$ cat config.mk
export PLATFORM = sky130hd
export DESIGN_NAME = binary_erode_and_opening_check_flat
export DESIGN_NICKNAME = d
export VERILOG_FILES = /design/src/hw/rtl/bec_pkg.sv /design/src/hw/rtl/bec_ifs.sv /design/src/hw/rtl/binary_erode_and_opening_check.sv /design/src/flat_wrapper.sv
export SDC_FILE = /design/constraint.sdc
export NUM_CORES = 2
export LEC_CHECK = 0
export ABC_AREA = 1
export BUFFER_PORTS_ARGS = -buffer_cell sky130_fd_sc_hd__buf_2
export CAP_MARGIN = 40
export CORE_MARGIN = 2
export CORE_UTILIZATION = 60
export CTS_BUF_LIST = sky130_fd_sc_hd__clkbuf_8
export DETAILED_ROUTE_END_ITERATION = 6
export GPL_ROUTABILITY_DRIVEN = 0
export PLACE_DENSITY = 0.8
export RECOVER_POWER = 50
export SLEW_MARGIN = 10
export SYNTH_ARGS = -nofsm -noshare
export SYNTH_HDL_FRONTEND = slang
export SYNTH_SLANG_ARGS = --single-unit
export TNS_END_PERCENT = 20
$ cat constraint.sdc
create_clock -name clock -period 7.06 [get_ports clock]
set_clock_uncertainty 0.15 [all_clocks]
set_input_delay 0.706 -clock clock [delete_from_list [all_inputs] [get_ports clock]]
set_output_delay 0.706 -clock clock [all_outputs]
set_load 0.05 [all_outputs]
$ cat src/hw/rtl/bec_pkg.sv
`default_nettype none

package bec_pkg;

   // Widest row the block handles; one bit per pixel column.
   localparam int MAX_WIDTH = 64;
   localparam int ROW_W = MAX_WIDTH;

   // Width register and the fixed APB-style port.
   localparam int CFG_W = 7;
   localparam int CSR_ADDR_W = 3;
   localparam int CSR_DATA_W = 32;
   localparam logic CSR_IDX_IMAGE_WIDTH = 1'b0;

   // Result queue: two free entries are needed before a row is processed.
   localparam int RQ_DEPTH = 4;
   localparam int RQ_PTR_W = $clog2(RQ_DEPTH);
   localparam int RQ_CNT_W = $clog2(RQ_DEPTH + 1);

   // One result word as it sits in the queue.
   typedef struct packed {
      logic [ROW_W-1:0] eroded_row;
      logic             last_result;
      logic             possible;
   } rsp_word_type;

   // Horizontal three-wide AND; columns outside the row count as black.
   function automatic logic [ROW_W-1:0] hand3(input logic [ROW_W-1:0] x,
                                              input logic [ROW_W-1:0] m,
                                              input logic [ROW_W-1:0] top);
      logic [ROW_W-1:0] xm;
      xm = x & m;
      return xm & ((xm << 1) | ROW_W'(1)) & ((xm >> 1) | top) & m;
   endfunction

   // Horizontal three-wide OR; columns outside the row count as white.
   function automatic logic [ROW_W-1:0] hor3(input logic [ROW_W-1:0] x,
                                             input logic [ROW_W-1:0] m);
      logic [ROW_W-1:0] xm;
      xm = x & m;
      return (xm | (xm << 1) | (xm >> 1)) & m;
   endfunction

endpackage

`default_nettype wire

$ cat src/hw/rtl/bec_ifs.sv
`default_nettype none

// Row channel into the block.
interface bec_req_if;
   logic                       valid;
   logic                       ready;
   logic [bec_pkg::ROW_W-1:0]  row_bits;
   logic                       last_row;

   modport source (output valid, output row_bits, output last_row, input ready);
   modport sink (input valid, input row_bits, input last_row, output ready);
endinterface

// Eroded row channel out of the block.
interface bec_rsp_if;
   logic                       valid;
   logic                       ready;
   logic [bec_pkg::ROW_W-1:0]  eroded_row;
   logic                       last_result;
   logic                       possible;

   modport source (output valid, output eroded_row, output last_result, output possible,
                   input ready);
   modport sink (input valid, input eroded_row, input last_result, input possible,
                 output ready);
endinterface

`default_nettype wire

$ cat src/hw/rtl/binary_erode_and_opening_check.sv
// 3x3 binary erosion of a streamed image with an opening check.
// req_ch takes one image row per word (bit k is column k, 1 is black) and a
// last_row flag on the bottom row. rsp_ch returns each row eroded, one row
// late; the bottom row returns two words (one in a one-row image), the last
// with last_result set and possible telling whether dilating the eroded
// image gives the original back. The csr_ port holds image_width (columns
// per row, 0 acts as 1, above 64 as 64); write it only while no image is
// in flight. The eroded word for row r is queued when row r+1 leaves the
// input register, and the bottom row's own word is queued right behind it.
// Throughput: one row per cycle. A row goes into an input register, and one
// pass of logic erodes it into a four-word result queue; a row moves on only
// when the queue has two free words, as the bottom row pushes two words.
// When rsp_ch stalls the queue fills and req_ch ready drops; no word is lost.
// Reset empties the input register and the queue, clears the stored rows and
// sets image_width to 64.
`default_nettype none

module binary_erode_and_opening_check (
   input  wire                               clock,
   input  wire                               reset,
   bec_req_if.sink                           req_ch,
   bec_rsp_if.source                         rsp_ch,
   input  wire                               csr_psel,
   input  wire                               csr_penable,
   input  wire                               csr_pwrite,
   input  wire [bec_pkg::CSR_ADDR_W-1:0]     csr_paddr,
   input  wire [bec_pkg::CSR_DATA_W-1:0]     csr_pwdata,
   output logic [bec_pkg::CSR_DATA_W-1:0]    csr_prdata,
   output logic                              csr_pready
);

   localparam int W = bec_pkg::ROW_W;

   // Configuration.
   logic [bec_pkg::CFG_W-1:0] width_ff, width_in;

   // Input register.
   logic         in_vld_ff, in_vld_in;
   logic [W-1:0] in_row_ff, in_row_in;
   logic         in_last_ff, in_last_in;

   // Image state.
   logic [W-1:0] orig_prev_ff, orig_prev_in;
   logic [W-1:0] orig_prev2_ff, orig_prev2_in;
   logic [W-1:0] ero_prev_ff, ero_prev_in;
   logic [W-1:0] ero_prev2_ff, ero_prev2_in;
   logic [1:0]   rows_seen_ff, rows_seen_in;
   logic         still_ok_ff, still_ok_in;

   // Result queue.
   bec_pkg::rsp_word_type           rq_mem_ff [bec_pkg::RQ_DEPTH];
   logic [bec_pkg::RQ_PTR_W-1:0]    rq_head_ff, rq_head_in;
   logic [bec_pkg::RQ_PTR_W-1:0]    rq_tail_ff, rq_tail_in;
   logic [bec_pkg::RQ_CNT_W-1:0]    rq_cnt_ff, rq_cnt_in;

   // Datapath nets.
   logic                 csr_wr;
   logic                 req_acc, consume, pop;
   logic [bec_pkg::CFG_W-1:0] eff_w;
   logic [W-1:0]         m, top, cur, above_cur, above;
   logic                 has1, has2;
   logic [W-1:0]         e1, el, dil1, dil2, dil3;
   logic                 ok1, ok2, ok3, verdict;
   logic [1:0]           push_n;
   bec_pkg::rsp_word_type word_a, word_b;

   // Configuration port: one register, always ready.
   assign csr_pready = 1'b1;
   assign csr_wr = csr_psel && csr_penable && csr_pwrite && csr_pready
                   && (csr_paddr[2] == bec_pkg::CSR_IDX_IMAGE_WIDTH);
   assign csr_prdata = (csr_paddr[2] == bec_pkg::CSR_IDX_IMAGE_WIDTH)
                       ? bec_pkg::CSR_DATA_W'(width_ff) : '0;
   assign width_in = csr_wr ? csr_pwdata[bec_pkg::CFG_W-1:0] : width_ff;

   // Handshakes: the input register drains when the queue has two free words.
   assign consume = in_vld_ff
                    && (rq_cnt_ff <= bec_pkg::RQ_CNT_W'(bec_pkg::RQ_DEPTH - 2));
   assign req_ch.ready = !in_vld_ff || consume;
   assign req_acc = req_ch.valid && req_ch.ready;
   assign pop = rsp_ch.valid && rsp_ch.ready;

   always_comb begin
      in_vld_in  = req_acc ? 1'b1 : (consume ? 1'b0 : in_vld_ff);
      in_row_in  = req_acc ? req_ch.row_bits : in_row_ff;
      in_last_in = req_acc ? req_ch.last_row : in_last_ff;
   end

   // Effective width, column mask and the top-column bit.
   always_comb begin
      if (width_ff == '0) begin
         eff_w = bec_pkg::CFG_W'(1);
      end else if (width_ff > bec_pkg::CFG_W'(bec_pkg::MAX_WIDTH)) begin
         eff_w = bec_pkg::CFG_W'(bec_pkg::MAX_WIDTH);
      end else begin
         eff_w = width_ff;
      end
      m   = {W{1'b1}} >> (bec_pkg::CFG_W'(W) - eff_w);
      top = W'(1) << (eff_w - bec_pkg::CFG_W'(1));
   end

   // Erosion and the dilation checks for the row in the input register.
   always_comb begin
      cur       = in_row_ff & m;
      has1      = (rows_seen_ff != 2'd0);
      has2      = rows_seen_ff[1];
      above_cur = has1 ? (orig_prev_ff & m) : m;
      above     = has2 ? orig_prev2_ff : m;

      e1   = bec_pkg::hand3(above, m, top) & bec_pkg::hand3(orig_prev_ff, m, top)
             & bec_pkg::hand3(cur, m, top);
      dil1 = bec_pkg::hor3(ero_prev2_ff, m) | bec_pkg::hor3(ero_prev_ff, m)
             | bec_pkg::hor3(e1, m);
      ok1  = !has2 || (dil1 == (orig_prev2_ff & m));

      ero_prev2_in = has1 ? ero_prev_ff : ero_prev2_ff;
      ero_prev_in  = has1 ? e1 : ero_prev_ff;

      // Bottom row: the eroded rows above it are the updated ones.
      el   = bec_pkg::hand3(above_cur, m, top) & bec_pkg::hand3(cur, m, top);
      dil2 = bec_pkg::hor3(ero_prev2_in, m) | bec_pkg::hor3(ero_prev_in, m)
             | bec_pkg::hor3(el, m);
      ok2  = !has1 || (dil2 == (orig_prev_ff & m));
      dil3 = bec_pkg::hor3(ero_prev_in, m) | bec_pkg::hor3(el, m);
      ok3  = (dil3 == cur);
      verdict = still_ok_ff && ok1 && ok2 && ok3;

      word_a = '{eroded_row: e1, last_result: 1'b0, possible: 1'b0};
      word_b = '{eroded_row: el, last_result: 1'b1, possible: verdict};
      push_n = consume ? ({1'b0, has1} + {1'b0, in_last_ff}) : 2'd0;
   end

   // Image state update; the bottom row returns everything to its start.
   always_comb begin
      orig_prev_in  = orig_prev_ff;
      orig_prev2_in = orig_prev2_ff;
      rows_seen_in  = rows_seen_ff;
      still_ok_in   = still_ok_ff;
      if (consume && in_last_ff) begin
         orig_prev_in  = '0;
         orig_prev2_in = '0;
         rows_seen_in  = 2'd0;
         still_ok_in   = 1'b1;
      end else if (consume) begin
         orig_prev2_in = orig_prev_ff;
         orig_prev_in  = cur;
         rows_seen_in  = has2 ? rows_seen_ff : rows_seen_ff + 2'd1;
         still_ok_in   = still_ok_ff && ok1;
      end
   end

   // Queue pointers.
   always_comb begin
      rq_tail_in = rq_tail_ff + bec_pkg::RQ_PTR_W'(push_n);
      rq_head_in = pop ? rq_head_ff + bec_pkg::RQ_PTR_W'(1) : rq_head_ff;
      rq_cnt_in  = rq_cnt_ff + bec_pkg::RQ_CNT_W'(push_n) - bec_pkg::RQ_CNT_W'(pop);
   end

   assign rsp_ch.valid       = (rq_cnt_ff != '0);
   assign rsp_ch.eroded_row  = rq_mem_ff[rq_head_ff].eroded_row;
   assign rsp_ch.last_result = rq_mem_ff[rq_head_ff].last_result;
   assign rsp_ch.possible    = rq_mem_ff[rq_head_ff].possible;

   // Control registers.
   always_ff @(posedge clock) begin
      if (reset) begin
         width_ff     <= bec_pkg::CFG_W'(bec_pkg::MAX_WIDTH);
         in_vld_ff    <= 1'b0;
         orig_prev_ff  <= '0;
         orig_prev2_ff <= '0;
         ero_prev_ff   <= '0;
         ero_prev2_ff  <= '0;
         rows_seen_ff <= 2'd0;
         still_ok_ff  <= 1'b1;
         rq_head_ff   <= '0;
         rq_tail_ff   <= '0;
         rq_cnt_ff    <= '0;
      end else begin
         width_ff      <= width_in;
         in_vld_ff     <= in_vld_in;
         orig_prev_ff  <= orig_prev_in;
         orig_prev2_ff <= orig_prev2_in;
         if (consume && in_last_ff) begin
            ero_prev_ff  <= '0;
            ero_prev2_ff <= '0;
         end else if (consume) begin
            ero_prev_ff  <= ero_prev_in;
            ero_prev2_ff <= ero_prev2_in;
         end
         rows_seen_ff <= rows_seen_in;
         still_ok_ff  <= still_ok_in;
         rq_head_ff   <= rq_head_in;
         rq_tail_ff   <= rq_tail_in;
         rq_cnt_ff    <= rq_cnt_in;
      end
   end

   // Payload registers: input row and queue words.
   always_ff @(posedge clock) begin
      in_row_ff  <= in_row_in;
      in_last_ff <= in_last_in;
      if (consume && has1) begin
         rq_mem_ff[rq_tail_ff] <= word_a;
      end
      if (consume && in_last_ff) begin
         rq_mem_ff[rq_tail_ff + bec_pkg::RQ_PTR_W'(has1)] <= word_b;
      end
   end

`ifndef SYNTHESIS
   a_rq_no_overflow: assert property (@(posedge clock) disable iff (reset)
      rq_cnt_ff <= bec_pkg::RQ_CNT_W'(bec_pkg::RQ_DEPTH))
      else $error("result queue overflow");

   a_last_clears: assert property (@(posedge clock) disable iff (reset)
      consume && in_last_ff |=> rows_seen_ff == 2'd0 && still_ok_ff)
      else $error("image state not cleared after bottom row");

   a_verdict_only_last: assert property (@(posedge clock) disable iff (reset)
      rsp_ch.valid && !rsp_ch.last_result |-> !rsp_ch.possible)
      else $error("verdict on a non-final word");

   a_push_needs_room: assert property (@(posedge clock) disable iff (reset)
      push_n != 2'd0 |-> rq_cnt_ff <= bec_pkg::RQ_CNT_W'(bec_pkg::RQ_DEPTH - 2))
      else $error("row processed without room in result queue");
`endif

endmodule

`default_nettype wire
$ cat src/flat_wrapper.sv
// flat-port wrapper written by rule: the top's interface ports become plain ports
module binary_erode_and_opening_check_flat 
  (clock, reset, csr_psel, csr_penable, csr_pwrite, csr_paddr, csr_pwdata, csr_prdata, csr_pready, req_ch_valid, req_ch_row_bits, req_ch_last_row, req_ch_ready, rsp_ch_valid, rsp_ch_eroded_row, rsp_ch_last_result, rsp_ch_possible, rsp_ch_ready);
  bec_req_if req_ch_i ();
  bec_rsp_if rsp_ch_i ();
  input  wire clock;
  input  wire reset;
  input  wire csr_psel;
  input  wire csr_penable;
  input  wire csr_pwrite;
  input  wire [bec_pkg::CSR_ADDR_W-1:0] csr_paddr;
  input  wire [bec_pkg::CSR_DATA_W-1:0] csr_pwdata;
  output logic [bec_pkg::CSR_DATA_W-1:0] csr_prdata;
  output logic csr_pready;
  input wire logic [$bits(req_ch_i.valid)-1:0] req_ch_valid;
  input wire logic [$bits(req_ch_i.row_bits)-1:0] req_ch_row_bits;
  input wire logic [$bits(req_ch_i.last_row)-1:0] req_ch_last_row;
  output wire logic [$bits(req_ch_i.ready)-1:0] req_ch_ready;
  output wire logic [$bits(rsp_ch_i.valid)-1:0] rsp_ch_valid;
  output wire logic [$bits(rsp_ch_i.eroded_row)-1:0] rsp_ch_eroded_row;
  output wire logic [$bits(rsp_ch_i.last_result)-1:0] rsp_ch_last_result;
  output wire logic [$bits(rsp_ch_i.possible)-1:0] rsp_ch_possible;
  input wire logic [$bits(rsp_ch_i.ready)-1:0] rsp_ch_ready;
  assign req_ch_i.valid = req_ch_valid;
  assign req_ch_i.row_bits = req_ch_row_bits;
  assign req_ch_i.last_row = req_ch_last_row;
  assign req_ch_ready = req_ch_i.ready;
  assign rsp_ch_valid = rsp_ch_i.valid;
  assign rsp_ch_eroded_row = rsp_ch_i.eroded_row;
  assign rsp_ch_last_result = rsp_ch_i.last_result;
  assign rsp_ch_possible = rsp_ch_i.possible;
  assign rsp_ch_i.ready = rsp_ch_ready;
  binary_erode_and_opening_check u_core (.clock(clock), .reset(reset), .req_ch(req_ch_i), .rsp_ch(rsp_ch_i), .csr_psel(csr_psel), .csr_penable(csr_penable), .csr_pwrite(csr_pwrite), .csr_paddr(csr_paddr), .csr_pwdata(csr_pwdata), .csr_prdata(csr_prdata), .csr_pready(csr_pready));
endmodule
== After elaboration in Yosys (flattened, before gate mapping) ==
Memory sizes are Yosys's and may differ from the RTL's. A register that Yosys moved wholly into a read port is not among the register bits.
Cells that the tools add are included.
W data, S select, Z words.

* Memory bits (writable): 264
* Memories: 1
* Input bits: 107
* Flip-flop bits (word level): 339

* Shift-type cells: 2
* $add $sub $neg: 9
* Equality and inequality tests: 3
* $lt $le $gt $ge: 2
* Reductions and logical operators: 23
* Multiplexer cells: 17
* Bitwise operators: 56

{| class="wikitable"
|+ Memories
! memory !! depth !! bits a word !! read ports !! clocked after memory_dff !! write ports !! RTL line !! RTL
|-
| u_core.rq_mem_ff || 4 || 66 || 1 || 1 || 2 || binary_erode_and_opening_check.sv:51 || <nowiki>bec_pkg::rsp_word_type rq_mem_ff [bec_pkg::RQ_DEPTH];</nowiki>
|}

{| class="wikitable"
|+ Operators with widths
! operator !! number
|-
| $and A64 B64 Y64 || 33
|-
| $or A64 B64 Y64 || 11
|-
| $or A64 B63 Y64 || 6
|-
| $mux W64 || 4
|-
| $or A63 B64 Y64 || 4
|-
| $eq A64 B64 Y1 || 3
|-
| $shl A1 B7 Y64 const A || 1
|-
| $shr A64 B7 Y64 const A || 1
|-
| $mux W7 || 3
|-
| $logic_and A1 B1 Y1 || 11
|-
| $mux W2 || 4
|-
| $gt A7 B7 Y1 const B || 1
|-
| $logic_not A7 Y1 || 1
|-
| $sub A7 B1 Y7 const B || 1
|-
| $sub A7 B7 Y7 const A || 1
|-
| $mux W1 || 6
|-
| $add A2 B1 Y2 const B || 2
|-
| $reduce_bool A2 Y1 || 2
|-
| $add A3 B2 Y3 || 1
|-
| $le A3 B2 Y1 const B || 1
|-
| $logic_not A1 Y1 || 3
|-
| $logic_or A1 B1 Y1 || 3
|-
| $reduce_bool A3 Y1 || 1
|-
| $sub A3 B1 Y3 || 1
|-
| other kinds (6) || 7
|}

== Logic depth before layout (Yosys ltp) ==
* Word-level depth: 23
* Gate-level depth with buffers: 37
* Depth with buffers taken out: 35

== Least setup slack after synthesis ==
OpenSTA, ideal clock, no wires.

* Kind: register to register
* Start point: reg u_core.rows_seen_ff[1]
* End point: mem u_core.rq_mem_ff[2][0] (netlist bit), enable pin
* Period minus slack after synthesis: 4607 ps
* Cell stages (with the launch flop): 15
* Data required time: 6215 ps
* Arrival: 3762 ps
* Library setup time: 695 ps
* Setup slack: 2453 ps
* Path through: dfxtp_1 clkbuf_1 nor2_1 inv_1 clkbuf_1 clkbuf_1 clkbuf_1 ha_1 or2_2 nand2_1 inv_1 nand3_1 clkbuf_1 clkbuf_1 nand2_1

{| class="wikitable"
|+ RTL lines
! element !! RTL line !! RTL
|-
| start, declared || binary_erode_and_opening_check.sv:47 || <nowiki>logic [1:0] rows_seen_ff, rows_seen_in;</nowiki>
|-
| start signal, assigned || binary_erode_and_opening_check.sv:189 || <nowiki>rows_seen_ff <= rows_seen_in;</nowiki>
|-
| end, declared || binary_erode_and_opening_check.sv:51 ||
|}

== Worst setup path after layout ==
* Start point: reg u_core.rq_cnt_ff[1] (netlist bit)
* End point: reg u_core.ero_prev_ff[24]

* Longest elaborated chain between the ends: 4

{| class="wikitable"
|+ Ends and longest elaborated chain
! element !! RTL line !! RTL
|-
| start, declared || binary_erode_and_opening_check.sv:54 || <nowiki>logic [bec_pkg::RQ_CNT_W-1:0] rq_cnt_ff, rq_cnt_in;</nowiki>
|-
| start signal, assigned || binary_erode_and_opening_check.sv:193 || <nowiki>rq_cnt_ff <= rq_cnt_in;</nowiki>
|-
| $le A3 B2 Y1 * || binary_erode_and_opening_check.sv:77 || <nowiki>&& (rq_cnt_ff <= bec_pkg::RQ_CNT_W'(bec_pkg::RQ_DEPTH - 2));</nowiki>
|-
| $logic_and A1 B1 Y1 * || binary_erode_and_opening_check.sv:77 ||
|-
| $logic_and A1 B1 Y1 || binary_erode_and_opening_check.sv:182 || <nowiki>if (consume && in_last_ff) begin</nowiki>
|-
| $reduce_or A2 Y1 (no source line) || -- ||
|-
| end signal, assigned || binary_erode_and_opening_check.sv:186 || <nowiki>ero_prev_ff <= ero_prev_in;</nowiki>
|-
| end, declared || binary_erode_and_opening_check.sv:45 || <nowiki>logic [W-1:0] ero_prev_ff, ero_prev_in;</nowiki>
|}

Every way passes the cells marked *; elsewhere a longest branch is shown, timed or not.
A chain may end at the register's enable or synchronous reset.

==> run summary <==
Port Buffer Count: 154
Dpl hpwl: 103 mm
Tightest Hold Check Type: in2reg
Post-route DRC: 10
Ys flop type: edfxtp_1
Setup-failing EPs final: 0
CTS Buffer Depth: 3
Initial Utilization: 60.7%
CTS tree: yes
Synth top cells by count: 1789 x nand2_1, 861 x nor2_1, 488 x inv_1
Worst vdd ir: 0.157 mV
Total CTS buffers: 99
Die X: 262 um
Register-to-register setup slack: 0.22 ns
Nets: 6278
Final Power: 12.7 mW
Violated checks: DRC, capacitance limit, slew limit
Reg clk slew, reported paths: 0.07 ns
GRT Util Overall: 41.9%
Hold path start: req_ch_row_bits[13]
Max_cap viols: 12
Yosys warnings: 0
Hold path depth: 1
Ratio of cells with drive above 1 in the final layout: 7.06%
Fin. Hold Viols: 0
Worst path required time: 7.48 ns
Violation count after the first detailed-route iteration: 7124
Worst Path Arrival: 7.26 ns
Avg WL per Cell: 21.0 um
Number of global-route vias before repair: 39300
Avg Cell Area, Syn: 6.59 um2
Pin count of the biggest net entering global routing: 196
WHS: 0.0281 ns
Number of placement rows: 94
CP Capture Type: flop
PD cells: 290 nW/um2
Post-Syn Area: 40000 um2
CP max FO: 69
Leakage: 19.9 nW
Minimum clock period: 6.84 ns
DP Area: 41200 um2
Synth top area share: 24.4%
Post-synth EDFFs: 325
Flops & latches, synth: 605
Area growth, synth to finish: 9.31%
Max Slew Vio Count: 429
Post-Syn Instances: 6067
IO Count: 208
Critical path class: reg2reg
Final ANT Viol Nets: 0
Yosys cell types: 56
Initial antenna violation count: 5
Hold Path End: u_core.in_row_ff[13]
R2R Path Start: u_core.rq_cnt_ff[1]
Detailed Route WL: 149 mm
Worst reg2reg path endpoint: u_core.ero_prev_ff[24]
Post-synth ARST share: 0%
Setup TNS: 0 ns
Die ar.: 68700 um2
Die Y: 262 um
DR pass1 iterations: 7
Worst-skew pair later-pin latency: 0.74 ns
Most common cell in the netlist: nand2_1
Final instance area: 43700 um2
Period utilisation layout: 96.9%
Worst rel slew slack: -118%
Ranking of synthesized cells by area: edfxtp_1 24%, nand2_1 17%, dfxtp_1 14%, nor2_1 8.1%, o21ai_0 5.8%
Worst-Margin Slew: 3.28 ns
CORE AREA: 65900 um2
CTS Sinks: 605
First-pass GRT wire length: 222 mm
Seq/Total Area, Yosys: 38.4%
CTS root buf: clkbuf_8
DR vias: 44700
Startpoint types: flop
Dpl cells: 6860
CTS H-tree depth: 3
DR vias/cell: 6.30
Grt ovf: 0
Status: complete, but fails checks
Worst reg2reg path depth: 10
Post-route insts no fill: 7108
Achievable Freq: 146 MHz
Yosys top cell by area: edfxtp_1
-- registers in the layout, summed over array words and instances (netlist names), 2 cells and up, named ones only --
| signal | count |
|---|---|
| u_core.ero_prev2_ff | 64 |
| u_core.ero_prev_ff | 64 |
| u_core.in_row_ff | 64 |
| u_core.orig_prev2_ff | 64 |
| u_core.orig_prev_ff | 64 |
| u_core.rows_seen_ff | 2 |
| u_core.rq_cnt_ff | 3 |
| u_core.rq_head_ff | 2 |
| u_core.rq_mem_ff | 264 |
| u_core.rq_tail_ff | 2 |
| u_core.width_ff | 7 |
-- how the worst max path moves through the flow --
stage | start | end | slack (ns) | cells after the start
2_1_floorplan | u_core.rows_seen_ff[1] | u_core.rq_mem_ff[2][0] | 2.45 | 14
3_5_place_dp | u_core.width_ff[6] | u_core.rq_mem_ff[2][0] | 0.78 | 31
5_1_grt | u_core.width_ff[6] | u_core.rq_mem_ff[3][0] | -0.03 | 33
4_1_cts | u_core.width_ff[6] | u_core.rq_mem_ff[2][0] | 0.76 | 31
6_report | u_core.rq_cnt_ff[1] | u_core.ero_prev_ff[24] | 0.22 | 10
3_3_place_gp | u_core.width_ff[6] | u_core.rq_mem_ff[1][0] | 0.95 | 31
-- per-stage QoR --
step / setup slack, ns / utilization (%)
floorplan: 2.45 / -
global placement: 0.954 / 62.3
detailed placement: 0.784 / 62.5
CTS: 0.762 / 66.6
global route: -0.0301 / 66.4
finish: 0.218 / 66.4
-- what timing repair did --
item,in CTS,in global routing
setup endpoints to repair,0,4
buffers inserted,0,2
hold buffers,57,0
gates resized for setup,0,4
endpoints found under the hold margin,57,0
-- logic make-up after synthesis --
logic type	after synthesis	share of synthesized area, %
xor+xnor	6	0.131
simple gates	3356	35.3
fa+ha+maj	15	0.488
buf+inv	808	8.13
compound gates	1274	17.5
other cells	2	0.0188
flops	605	38.4
mux	1	0.0250
-- critical path: stages, from the launching register on --
cell and delay [ns]:
dfxtp_1 0.33, a21oi_1 0.19, nand2_1 1.06, inv_6 0.73
nand2_1 0.21, nand2_1 1.39, clkinvlp_2 0.33, clkbuf_2 0.86
clkbuf_4 0.80, o21ai_0 0.31, a21oi_1 0.08
-- metal layers --
metal / part of all wire (%) / track usage, %
met1: 37 / 55.1
met2: 39 / 57.8
met3: 18 / 17.6
met4: 6.0 / 23.2
met5: 0.031 / 0.208
-- power by group --
part           switching (mW)  internal [mW]  total [mW]  leakage, nW
clock                    1.58           1.74        3.31         1.19
sequential              0.216           3.94        4.16         5.40
combinational            3.86           1.35        5.22         13.3
total                    5.66           7.03        12.7         19.9
-- cells in the final DEF (no fill, tap or decap), drive strengths merged, types with 6 or more instances in the layout --
master / netlist / layout
dlygate4sd3: 0 / 57
o21ai: 481 / 481
clkbuf: 215 / 208
buf: 83 / 117
edfxtp: 325 / 325
ha: 14 / 14
nand2: 1813 / 1813
dfxtp: 280 / 280
a21boi: 8 / 8
inv: 508 / 534
clkinv: 2 / 33
or2: 18 / 18
a21oi: 413 / 413
nor2: 906 / 906
o22ai: 325 / 325
and3: 6 / 6
a22o: 27 / 27
o211ai: 9 / 9
nand3: 442 / 442
nand3b: 31 / 31
clkinvlp: 0 / 6
conb: 2 / 26
nor3: 36 / 36
nand4: 95 / 95
-- final cells by class --
type / instances / area, um2
Fill cell: 5922 / 22200
Multi-Input combinational cell: 4678 / 21500
Sequential cell: 605 / 15400
Inverter: 510 / 1920
Timing Repair Buffer: 262 / 1700
Clock buffer: 120 / 1650
Tap cell: 864 / 1080
Clock inverter: 68 / 465
Antenna cell: 1 / 2.50
No activity file was read; power rests on OpenSTA's default activity.
